==> config.mk <==
export PLATFORM = sky130hd
export DESIGN_NAME = eeb_ctrl
export DESIGN_NICKNAME = d
export VERILOG_FILES = /design/src/eeb_pkg.sv /design/src/eeb_ctrl.sv
export SDC_FILE = /design/constraint.sdc
export NUM_CORES = 1
export LEC_CHECK = 0
export ABC_AREA = 1
export BUFFER_PORTS_ARGS = -buffer_cell sky130_fd_sc_hd__buf_2
export CAP_MARGIN = 20
export CORE_AREA = 2 2 39 41
export CTS_BUF_LIST = sky130_fd_sc_hd__clkbuf_16
export DETAILED_ROUTE_END_ITERATION = 7
export DIE_AREA = 0 0 41 43
export GPL_ROUTABILITY_DRIVEN = 0
export PLACE_DENSITY = 0.4
export SYNTH_ARGS = -nofsm -noshare
export SYNTH_HDL_FRONTEND = slang
export SYNTH_SLANG_ARGS = --single-unit
==> constraint.sdc <==
create_clock -name clk -period 2.8 [get_ports clk]
set_input_delay 0.28 -clock clk [delete_from_list [all_inputs] [get_ports clk]]
set_output_delay 0.28 -clock clk [all_outputs]
set_load 0.05 [all_outputs]
==> src/eeb_pkg.sv <==
// Shared widths, types and controller encodings for the extended Euclid block.
`timescale 1ns / 1ps
package eeb_pkg;

  localparam int WIDTH = 32;
  localparam int CW    = WIDTH + 1;
  localparam int CNT_W = $clog2(WIDTH);

  typedef logic [WIDTH-1:0]        word_t;
  typedef logic signed [CW-1:0]    coef_t;
  typedef logic [CNT_W-1:0]        cnt_t;

  typedef enum logic [2:0] {
    ST_IDLE,
    ST_CHECK,
    ST_DIV,
    ST_MUL,
    ST_UPD
  } state_t;

  typedef struct packed {
    logic load;
    logic div_init;
    logic div_step;
    logic mul;
    logic update;
    logic publish;
  } cmd_t;

  typedef struct packed {
    logic r1_zero;
    logic div_last;
  } sts_t;

endpackage

==> src/eeb_ctrl.sv <==
// Controller state machine sequencing the Euclid steps and the result register.
`timescale 1ns / 1ps
module eeb_ctrl import eeb_pkg::*; (
  input  logic clk,
  input  logic rst_n,
  input  logic in_valid,
  output logic in_ready,
  output logic out_valid,
  input  logic out_ready,
  input  sts_t sts,
  output cmd_t cmd
);

  state_t state_r, state_nxt;
  logic   out_valid_r, out_valid_nxt;
  logic   slot_free;

  assign slot_free = !out_valid_r || out_ready;
  assign in_ready  = (state_r == ST_IDLE);
  assign out_valid = out_valid_r;

  always_ff @(posedge clk) begin
    if (!rst_n) begin
      state_r     <= ST_IDLE;
      out_valid_r <= 1'b0;
    end else begin
      state_r     <= state_nxt;
      out_valid_r <= out_valid_nxt;
    end
  end

  always_comb begin
    state_nxt = state_r;
    cmd       = '0;
    case (state_r)
      ST_IDLE: begin
        if (in_valid) begin
          cmd.load  = 1'b1;
          state_nxt = ST_CHECK;
        end
      end
      ST_CHECK: begin
        if (sts.r1_zero) begin
          if (slot_free) begin
            cmd.publish = 1'b1;
            state_nxt   = ST_IDLE;
          end
        end else begin
          cmd.div_init = 1'b1;
          state_nxt    = ST_DIV;
        end
      end
      ST_DIV: begin
        cmd.div_step = 1'b1;
        if (sts.div_last) begin
          state_nxt = ST_MUL;
        end
      end
      ST_MUL: begin
        cmd.mul   = 1'b1;
        state_nxt = ST_UPD;
      end
      ST_UPD: begin
        cmd.update = 1'b1;
        state_nxt  = ST_CHECK;
      end
      default: begin
        state_nxt = ST_IDLE;
      end
    endcase
  end

  always_comb begin
    out_valid_nxt = out_valid_r;
    if (cmd.publish) begin
      out_valid_nxt = 1'b1;
    end else if (out_ready) begin
      out_valid_nxt = 1'b0;
    end
  end

endmodule

# --- Word level (Yosys, flattened, before mapping) ---
# Index checks and enable logic that the tools add are counted.
op_classes:
  eq_ne: 7
  order_cmp: 0
  div_mod_pow: 0
  bitwise: 0
  mul: 0
  n_shift: 0
  n_mux: 17
  n_addsub: 0
  n_reduce_logical: 5
op_table:
  columns: ["op", "n"]
  rows:
  - ["$pmux 3 s5", 1]
  - ["$mux 1", 12]
  - ["$mux 3", 4]
  - ["$eq 3x2->1 const B", 2]
  - ["$ne 2x2->1 const B", 2]
  - ["$eq 3x1->1 const B", 1]
  - ["$eq 3x3->1 const B", 1]
  - ["$logic_not 3->1", 1]
  - ["$ne 3x3->1 const B", 1]
  - ["$reduce_and 3->1", 1]
  - ["$reduce_bool 2->1", 1]
  - ["$logic_not 1->1", 1]
  - ["$logic_or 1x1->1", 1]
word_totals:
  ff_bits: 4
  mem_count: 0
  rom_bits: 0
  ram_bits: 0
  latchBits: 0
  out_inout_bits: 8

# --- Longest topological paths before layout ---
depth:
  ltp_word: 6
  ltp_mapped: 5
  depth_no_buf: 5

# --- Worst setup path before layout ---
# OpenSTA, ideal clock, no wires.
synth_path:
  kind: "reg2out"
  from: "register state_r[0]"
  to: "output port cmd[5] (netlist name)"
  stages_incl_launch_ff: 4
  arrival_time_ns: 1.605
  setup_slack_ns: 0.915
  t_required_ns: 2.520
  path_cell_list: "dfxtp_1 nor2_1 inv_2 nor3_1"
synth_rtl:
  columns: ["item", "line_no", "source"]
  rows:
  - ["from (decl)", "eeb_ctrl.sv:14", "state_t state_r, state_nxt;"]
  - ["from (signal assigned)", "eeb_ctrl.sv:27", "state_r <= state_nxt;"]
  - ["to (decl)", "eeb_ctrl.sv:11", "output cmd_t cmd"]

==> run_results.csv <==
group,metric,value,unit
outcome,status,"complete, no violations",
finish,antenna_cells,0,
timing,fin_crit_sh,0.550,
routing,drt_first_iter_violations,3,
timing,setup-violations-final,0,
synthesis,syn_area_per_cell,6.32,µm²
finish,fin_cells,68,
setup_path,cp-end-kind,"output pin",
synthesis,syn-cell-area,234,µm²
clock_tree,cts_made_buffers,3,
synthesis,yosys-top-cells-count,"8 x nor2_1, 6 x inv_1, 4 x dfxtp_1",
power,p_leak,0.000209,µW
setup_path,critPathArrivalTime,1.26,ns
synthesis,yosysSeqAreaShare,0.342,
synthesis,yosysTopAreaCell,"dfxtp_1",
timing,max_slew_margin,0.826,
clock_tree,cts_buffer_depth,2,
floorplanning,die-area,1760,µm²
setup_path,crit_path_max_fanout,7,
timing,drv_slew,0,
global_routing,grt_max_degree,8,
synthesis,synth_edf_count,0,
place,placed_cells,65,
synthesis,synth.most_common_cell,"nor2_1",
setup_path,cp-start-kind,"flop",
finish,multi_input_area,113,µm²
global_routing,grt_pass1_vias,226,
global_routing,grt_util_all_layers,0.0734,
routing,drc,0,
clock_tree,cts_hold_buf,0,
setup_path,crit_type,"reg2out",
global_routing,grt_antenna_before_repair,0,
timing,max_clock_freq,650,MHz
finish,area_growth_syn_to_layout,65.2,%
worst_hold_path,worst_hold_path_type,"in2reg",
power,peakVddDrop,0.308,mV
floorplanning,initial_core_util,0.169,
finish,drive_gt1_frac,0.423,
global_routing,grt_overflow,0,
place,placed_area,312,µm²
clock_tree,post_cts_buffers,0,
floorplanning,coreArea,1380,µm²
clock_tree,cts_root_buffer,"clkbuf_16",
clock_tree,clock-sinks,4,
synthesis,synth_nets,43,
setup_path,crit_start,"state_r[0]",
synthesis,ys_warn_count,0,
clock_tree,cts_tree,"yes",
global_routing,grt_pass1_wl,779,µm
synthesis,yosysUniqueCellTypes,13,
timing,tightestPinTransition,0.259,ns
synthesis,synth_top_area_frac,0.342,
routing,routedWlPerCell,7.88,µm
clock_tree,path_clk_slew,0.03,ns
clock_tree,ctsHtreeMaxLevel,1,
timing,period_needed,1.54,ns
clock_tree,clock_latency,0.22,ns
floorplanning,io_pins,14,
setup_path,r2r_setup_slack,1.81,ns
synthesis,synth-seq-cells,4,
job,cap_violations,0,
setup_path,crit_end,"cmd[5]",
floorplanning,rows,14,
routing,wirelength,536,µm
finish,regArea,80.1,µm²
place,portBuffers,13,
timing,hold_violations,0,
setup_path,r2r-end,"state_r[0]",
synthesis,synthCells,37,
finish,fin_area,387,µm²
timing,skew,0.000394,ns
setup_path,r2r_cells,4,
clock_tree,cts_resized,0,
synthesis,synthArstFlopShare,0,
timing,setup_tns,0,ns
finish,fillers,166,
setup_path,r2r_start,"state_r[0]",
place,hpwl,452,µm
finish,fin_nets,60,
routing,ant_nets,0,
routing,vias,268,
power,power.density,911,nW/µm²
synthesis,synth_area_leaders,"dfxtp_1 34%, nor2_1 13%, inv_1 9.6%",
floorplanning,die_h,43,µm
floorplanning,die_w,41,µm
synthesis,synth_ff_type,"dfxtp_1",
routing,viasPerCell,3.94,
setup_path,cp_data_required_time,2.52,ns
routing,first_pass_iters,4,
timing,rsz0062_at_grt,"no",
[through the flow]
stage | total power, µW | worst slack, ns | util | hold slack (ns)
CTS | 357 | 1.26 | 0.279 | 0.341
global placement | 135 | 1.48 | 0.225 | 0.501
detailed placement | 134 | 1.50 | 0.225 | 0.491
finish | 352 | 1.26 | 0.279 | 0.340
global route | 367 | 1.21 | 0.279 | 0.358
floorplan | 120 | 0.915 | - | 0.452
[where the power goes]
group	internal, µW	switching [µW]	leakage, µW	total [µW]
combinational	17.1	49.3	0.000139	66.3
sequential	61.3	5.22	0.0000327	66.5
clock	182	37.0	0.0000370	219
[sequential cells by signal, indices dropped and copies added (netlist names)]
| register | count |
|---|---|
| out_valid | 1 |
| state_r | 3 |
[layout by cell type, fill, tap and decap left out, types with 2 or more instances in the layout]
master     synthesis  layout
inv_1              6       6
nand3_1            3       3
nand2_1            2       2
a21oi_1            3       3
buf_2              0      13
nor3_1             2       2
clkbuf_16          0       3
nor2_1             8       8
dfxtp_1            4       4
nor2_2             2       2
inv_2              3       3
[kinds of logic after synthesis]
group | Yosys count | share of synthesized area
AOI/OAI and AO/OA | 4 | 0.0909
buffers and inverters | 10 | 0.176
DFF | 4 | 0.342
and+or+nand+nor | 19 | 0.390
[final cells by class]
class / instances / area share
multi-input cells: 23 / 0.291
flip-flops and latches: 4 / 0.207
clock buffers: 3 / 0.194
repair buffers: 13 / 0.168
inverters: 9 / 0.0874
well taps: 16 / 0.0518
[per-layer routing]
metal  vias up  wire (µm)  track usage  part of all wire
met5         -          0            0                 0
li1        144          -            -                 -
met4         0         22        0.100             0.041
met3         3         41       0.0314             0.076
met2         8        267       0.0969              0.50
met1       113        204       0.0677              0.38
[critical path: stages, from the launching register on]
cell and delay (ns):
dfxtp_1 0.36, nor2_1 0.18, inv_2 0.06, nor3_1 0.14, buf_2 0.29
[worst min path at each step]
stage,from,to,slack [ns],cells past startpoint
floorplan,rst_n,state_r[1],0.45,2
global placement,out_valid,out_valid,0.50,2
detailed placement,out_valid,out_valid,0.49,2
CTS,out_ready,out_valid,0.34,4
global route,rst_n,state_r[2],0.36,3
finish,out_ready,out_valid,0.34,4
Note: power is estimated with default switching activity, not from simulation.
