===== config.mk =====
export PLATFORM = sky130hd
export DESIGN_NAME = eeb_dp
export DESIGN_NICKNAME = d
export VERILOG_FILES = /design/src/eeb_pkg.sv /design/src/eeb_dp.sv
export SDC_FILE = /design/constraint.sdc
export NUM_CORES = 2
export LEC_CHECK = 0
export BUFFER_PORTS_ARGS = -buffer_cell sky130_fd_sc_hd__buf_2
export CORE_MARGIN = 1.5
export CORE_UTILIZATION = 40
export CTS_BUF_LIST = sky130_fd_sc_hd__clkbuf_2
export CTS_CLUSTER_SIZE = 20
export DETAILED_ROUTE_END_ITERATION = 7
export PLACE_DENSITY = 0.53
export SYNTH_ARGS = -nofsm -noshare
export SYNTH_HDL_FRONTEND = slang
export SYNTH_SLANG_ARGS = --single-unit
export TNS_END_PERCENT = 100

===== constraint.sdc =====
create_clock -name clk -period 9.99 [get_ports clk]
set_clock_uncertainty 0.1 [all_clocks]
set_input_delay 2.4975 -clock clk [delete_from_list [all_inputs] [get_ports clk]]
set_output_delay 2.4975 -clock clk [all_outputs]
set_load 0.05 [all_outputs]

===== src/eeb_pkg.sv =====
// Shared widths, types and controller encodings for the extended Euclid block.
`timescale 1ns / 1ps
package eeb_pkg;

  localparam int WIDTH = 32;
  localparam int CW    = WIDTH + 1;
  localparam int CNT_W = $clog2(WIDTH);

  typedef logic [WIDTH-1:0]        word_t;
  typedef logic signed [CW-1:0]    coef_t;
  typedef logic [CNT_W-1:0]        cnt_t;

  typedef enum logic [2:0] {
    ST_IDLE,
    ST_CHECK,
    ST_DIV,
    ST_MUL,
    ST_UPD
  } state_t;

  typedef struct packed {
    logic load;
    logic div_init;
    logic div_step;
    logic mul;
    logic update;
    logic publish;
  } cmd_t;

  typedef struct packed {
    logic r1_zero;
    logic div_last;
  } sts_t;

endpackage


===== src/eeb_dp.sv =====
// Datapath: remainder pair, coefficient pairs, serial divider and result register.
`timescale 1ns / 1ps
module eeb_dp import eeb_pkg::*; (
  input  logic  clk,
  input  logic  rst_n,
  input  cmd_t  cmd,
  output sts_t  sts,
  input  word_t operand_a,
  input  word_t operand_b,
  output coef_t coef_a,
  output coef_t coef_b,
  output word_t divisor
);

  word_t r0_r, r1_r;
  coef_t s0_r, s1_r, t0_r, t1_r;
  coef_t ps_r, pt_r;
  word_t quo_r, rem_r;
  cnt_t  cnt_r;
  coef_t coef_a_r, coef_b_r;
  word_t divisor_r;

  logic [WIDTH:0]      rem_sh;
  logic [WIDTH:0]      diff;
  logic [WIDTH+CW-1:0] ps_full, pt_full;

  assign rem_sh  = {rem_r, quo_r[WIDTH-1]};
  assign diff    = rem_sh - {1'b0, r1_r};
  assign ps_full = {{CW{1'b0}}, quo_r} * {{WIDTH{1'b0}}, s1_r};
  assign pt_full = {{CW{1'b0}}, quo_r} * {{WIDTH{1'b0}}, t1_r};

  assign sts.r1_zero  = (r1_r == '0);
  assign sts.div_last = (cnt_r == CNT_W'(WIDTH - 1));

  // cnt_r is only read while dividing, after div_init has set it
  always_ff @(posedge clk) begin
    if (!rst_n) begin
      cnt_r <= '0;
    end else if (cmd.div_init) begin
      cnt_r <= '0;
    end else if (cmd.div_step) begin
      cnt_r <= cnt_r + CNT_W'(1);
    end
  end

  always_ff @(posedge clk) begin
    if (cmd.load) begin
      r0_r <= operand_a;
      r1_r <= operand_b;
      s0_r <= CW'(1);
      s1_r <= '0;
      t0_r <= '0;
      t1_r <= CW'(1);
    end else if (cmd.update) begin
      r0_r <= r1_r;
      r1_r <= rem_r;
      s0_r <= s1_r;
      s1_r <= s0_r - ps_r;
      t0_r <= t1_r;
      t1_r <= t0_r - pt_r;
    end
  end

  // restoring division: one quotient bit a cycle
  always_ff @(posedge clk) begin
    if (cmd.div_init) begin
      rem_r <= '0;
      quo_r <= r0_r;
    end else if (cmd.div_step) begin
      if (!diff[WIDTH]) begin
        rem_r <= diff[WIDTH-1:0];
        quo_r <= {quo_r[WIDTH-2:0], 1'b1};
      end else begin
        rem_r <= rem_sh[WIDTH-1:0];
        quo_r <= {quo_r[WIDTH-2:0], 1'b0};
      end
    end
  end

  always_ff @(posedge clk) begin
    if (cmd.mul) begin
      ps_r <= ps_full[CW-1:0];
      pt_r <= pt_full[CW-1:0];
    end
  end

  always_ff @(posedge clk) begin
    if (cmd.publish) begin
      coef_a_r  <= s0_r;
      coef_b_r  <= t0_r;
      divisor_r <= r0_r;
    end
  end

  assign coef_a  = coef_a_r;
  assign coef_b  = coef_b_r;
  assign divisor = divisor_r;

endmodule


* After elaboration in Yosys (flattened, before gate mapping) *
Cells that the tools add are included.

word-level totals
  register bits after elaboration = 429
  bits of input ports = 72
  output and inout bits = 100
  word-level logic and storage cells = 34

cells by class
  add/sub/neg operators = 4
  multipliers = 2
  equality and inequality tests = 1
  multiplexer cells = 8
  bitwise logic cells = 1
  reduce and logical (&&, ||, !) cells = 4

operator list
  operator                                                       number
  32-bit two-way mux                                             7
  32-bit by 33-bit multiplier with 33-bit output                 2
  33-bit subtractor                                              2
  33-bit by 32-bit subtractor with 33-bit output                 1
  32-bit zero test                                               1
  5-bit by 1-bit adder with 5-bit output, second input constant  1
  5-bit == test, second input constant                           1
  2-bit nonzero test                                             2
  2-bit OR reduction                                             1
  1-bit two-way mux                                              1
  1-bit inverter                                                 1

* Longest topological paths before layout *
  depth after elaboration = 4
  gate-level depth with buffers = 28
  gate-level depth less buffers = 26

* Least setup slack after synthesis *
Ideal clock, no wire load.

  path type = register -> register
  from = register quo_r[5]
  to = register pt_r[32], data pin
  arrival time = 6.928 ns
  data required time = 9.630 ns
  setup slack = 2.702 ns
  stages on the path, launching flop included = 25
  path buffers = 2
  path through = edfxtp_1 -> clkbuf_1 -> clkbuf_1 -> and2_1 -> fa_1 -> fa_1 -> fa_1 -> inv_1 -> fa_1 -> inv_1 -> fa_1 -> inv_1 -> fa_1 -> inv_1 -> fa_1 -> fa_1 -> ha_1 -> and3_1 -> a221oi_1 -> nor2b_1 -> a311o_1 -> a2111oi_2 -> nor3_1 -> a31oi_1 -> xnor2_1

between the ends
  cells in the longest elaborated chain, start to end = 1

RTL lines
  element                                         line          RTL
  from (decl)                                     eeb_dp.sv:18  word_t quo_r, rem_r;
  from (signal assigned)                          eeb_dp.sv:68  quo_r <= r0_r;
  from (signal assigned)                          eeb_dp.sv:72  quo_r <= {quo_r[WIDTH-2:0], 1'b1};
  from (signal assigned)                          eeb_dp.sv:75  quo_r <= {quo_r[WIDTH-2:0], 1'b0};
  32-bit by 33-bit multiplier with 33-bit output  eeb_dp.sv:30  assign pt_full = {{CW{1'b0}}, quo_r} * {{WIDTH{1'b0}}, t1_r};
  via pt_full[32]                                 eeb_dp.sv:25  logic [WIDTH+CW-1:0] ps_full, pt_full;
  to (signal assigned)                            eeb_dp.sv:83  pt_r <= pt_full[CW-1:0];
  to (decl)                                       eeb_dp.sv:17  coef_t ps_r, pt_r;

The timed path passes the listed nets, and every way through them passes these cells.
A chain may end at the register's enable or synchronous reset.

* Worst setup path in the final report *
  from = register quo_r[11]
  to = register pt_r[32], data pin

Same word-level chain as after synthesis.

==> results.json <==
{
  "outcome": "finished clean",
  "drive_gt1_frac": 0.0956,
  "cts_buffers": 106,
  "ctsHtreeMaxLevel": 3,
  "hpwl_um": 124000,
  "r2r_start": "quo_r[11]",
  "synth.cell_area_um2": 53800,
  "layout.cells.most_common": "inv_1",
  "synth_nets": 6856,
  "gp_congestion": 0.903,
  "drv_slew": 0,
  "hold_end": "coef_a[0]",
  "vias_per_cell": 5.13,
  "drt_first_pass_iters": 5,
  "placeableCoreArea_um2": 133000,
  "rrSetupSlack_ns": 1.45,
  "rsz0062_at_grt": "no",
  "start_kind": "register",
  "cp_max_fo": 24,
  "period_share": 0.854,
  "regArea_um2": 11200,
  "yosysWarnings": 0,
  "grt_start_max_net_pins": 93,
  "rr_endpoint": "pt_r[32]",
  "crit_start": "quo_r[11]",
  "ys_seq_area_frac": 0.208,
  "cpMostUsedCell": "fa_1",
  "synthTopCellsByArea": "fa_1 33%, edfxtp_1 15%, ha_1 8.1%",
  "required_ns": 10.91,
  "critical_path_class": "register to register",
  "min_from": "s0_r[0]",
  "synth_edf_count": 260,
  "die_y_um": 370,
  "synthFlopType": "edfxtp_1",
  "post_cts_buffers": 0,
  "drc": 0,
  "most-common-layout-cells": "997 x inv_1, 879 x fa_1, 705 x nand2_1",
  "path_buf_inv": 6,
  "slowest_delay_ns": 1.13,
  "setup-tns-final_ns": 0,
  "pin_count": 172,
  "layout.nets": 6948,
  "r2r_cells": 24,
  "tightest_slew_ns": 1.21,
  "hold_path.class": "register to register",
  "die-area_um2": 137000,
  "wire_per_inst_um": 21.2,
  "cp_top_family": "adder cells",
  "drt_iter0_drc": 2809,
  "crit_chain": "buf_4 -> nand2_1 -> fa_1 -> inv_1 -> fa_1 -> inv_1 -> fa_1 -> fa_1 -> inv_1 -> fa_1 -> inv_1 -> fa_1 -> fa_1 -> fa_1 -> inv_1 -> ha_1 -> nor2b_1 -> o21a_1 -> o41ai_1 -> o21ai_0 -> a2111oi_2 -> nor3_1 -> a31oi_1 -> xnor2_1",
  "postCtsHoldBufs": 0,
  "antenna_found_initial": 8,
  "fill_cells": 13300,
  "gr-total-overflow": 0,
  "syn_avg_cell_area_um2": 9.67,
  "clock_path_buffers": 3,
  "async_flop_share": 0,
  "end_kind": "register",
  "synth_top_area_share": 0.327,
  "io_buffers": 171,
  "start_util": 0.403,
  "fmax_ghz": 0.117,
  "grt_pass1_vias": 40500,
  "drv_cap": 0,
  "synthCells": 5559,
  "min_period_ns": 8.54,
  "max-slew-margin-rel": 0.195,
  "cts.repair.resized": 0,
  "area_growth_pct": 7.22,
  "ys_ff_latch": 429,
  "synth_top_cell_by_area": "fa_1",
  "drtAntennaViolNets": 0,
  "cpMaxStageDelayCell": "edfxtp_1",
  "num_vias": 38600,
  "worstPathArrival_ns": 9.46,
  "cts.root.buffer_cell": "clkbuf_2",
  "hold_viol": 0,
  "path_clk_slew_ns": 0.15,
  "grt_pass1_wl_um": 249000,
  "clock_sinks": 429,
  "setup_viol": 0,
  "routed_wl_um": 159000,
  "ys_types": 93,
  "multiInputGateArea_um2": 37700,
  "grt_usage": 0.240,
  "cts_tree": "yes",
  "die_x_um": 370,
  "clk_latency_ns": 1.38,
  "placementRows": 134,
  "hold_depth": 0
}
==> cells in the mapped netlist, types with 22 or more instances <==
cell and instances:
a211oi_1 42, a21o_1 60, a21oi_1 114, and2_1 559
clkbuf_1 282, dfxtp_1 169, edfxtp_1 260, fa_1 879
ha_1 346, inv_1 998, mux2_2 63, mux2i_1 121
nand2_1 705, nand2b_1 25, nand3_1 22, nor2_1 212
nor2b_1 27, nor3_1 25, o21a_1 29, o21ai_0 114
xnor2_1 175, xor2_1 72
==> worst max path at each step <==
| stage | cells past startpoint | end | slack [ns] |
|---|---|---|---|
| 6_report | 24 | pt_r[32] | 1.45 |
| 5_1_grt | 24 | pt_r[32] | 1.22 |
| 4_1_cts | 24 | pt_r[32] | 1.55 |
| 3_5_place_dp | 24 | pt_r[32] | 1.68 |
| 3_3_place_gp | 25 | pt_r[32] | 1.81 |
| 2_1_floorplan | 24 | pt_r[32] | 2.70 |
==> stage by stage <==
step	hold slack [ns]	instance area, um2	utilization	cells	worst slack [ns]
after floorplan	0.308	53800	-	5559	2.70
after global placement	0.326	56500	0.424	7311	1.81
after detailed placement	0.338	56500	0.424	7311	1.68
after CTS	0.342	57600	0.432	7512	1.55
after global routing	0.368	57600	0.432	7515	1.22
final	0.349	57600	0.432	7518	1.45
==> state kept, by name (all words and copies together), names as in the netlist <==
signal / flops
ps_r: 33
cnt_r: 5
quo_r: 32
s0_r: 33
rem_r: 32
pt_r: 33
coef_a: 33
t0_r: 33
divisor: 32
coef_b: 33
r0_r: 32
r1_r: 32
s1_r: 33
t1_r: 33
==> area by class of cell <==
cell class,instances,share of cell area
antenna,6,0.000260
clock buffer,153,0.0133
clock inverter,48,0.00573
inverter,999,0.0651
multi-input combinational,3840,0.654
sequential,429,0.194
tap,1768,0.0384
timing repair buffer,275,0.0291
==> kinds of logic (layout without fill, tap and decap cells) <==
group           count (synthesis)  count (layout)  synth area share
other cells                     0               6                 0
xor+xnor                      248             248            0.0408
flops                         429             429             0.208
compound gates                513             513            0.0646
mux                           184             184            0.0357
fa+ha+maj                    1225            1225             0.408
buf+inv                      1290            1475            0.0906
simple gates                 1670            1670             0.152
==> metal layers <==
metal	up-vias	global-route usage	wire (um)
li1	17500	-	-
met1	19800	0.351	73500
met2	1165	0.375	71900
met3	175	0.0326	10100
met4	0	0.0613	3920
met5	-	0	0
Power is not shown: default switching activity piles up to over one toggle a cycle in this logic, so the estimate is an artifact.
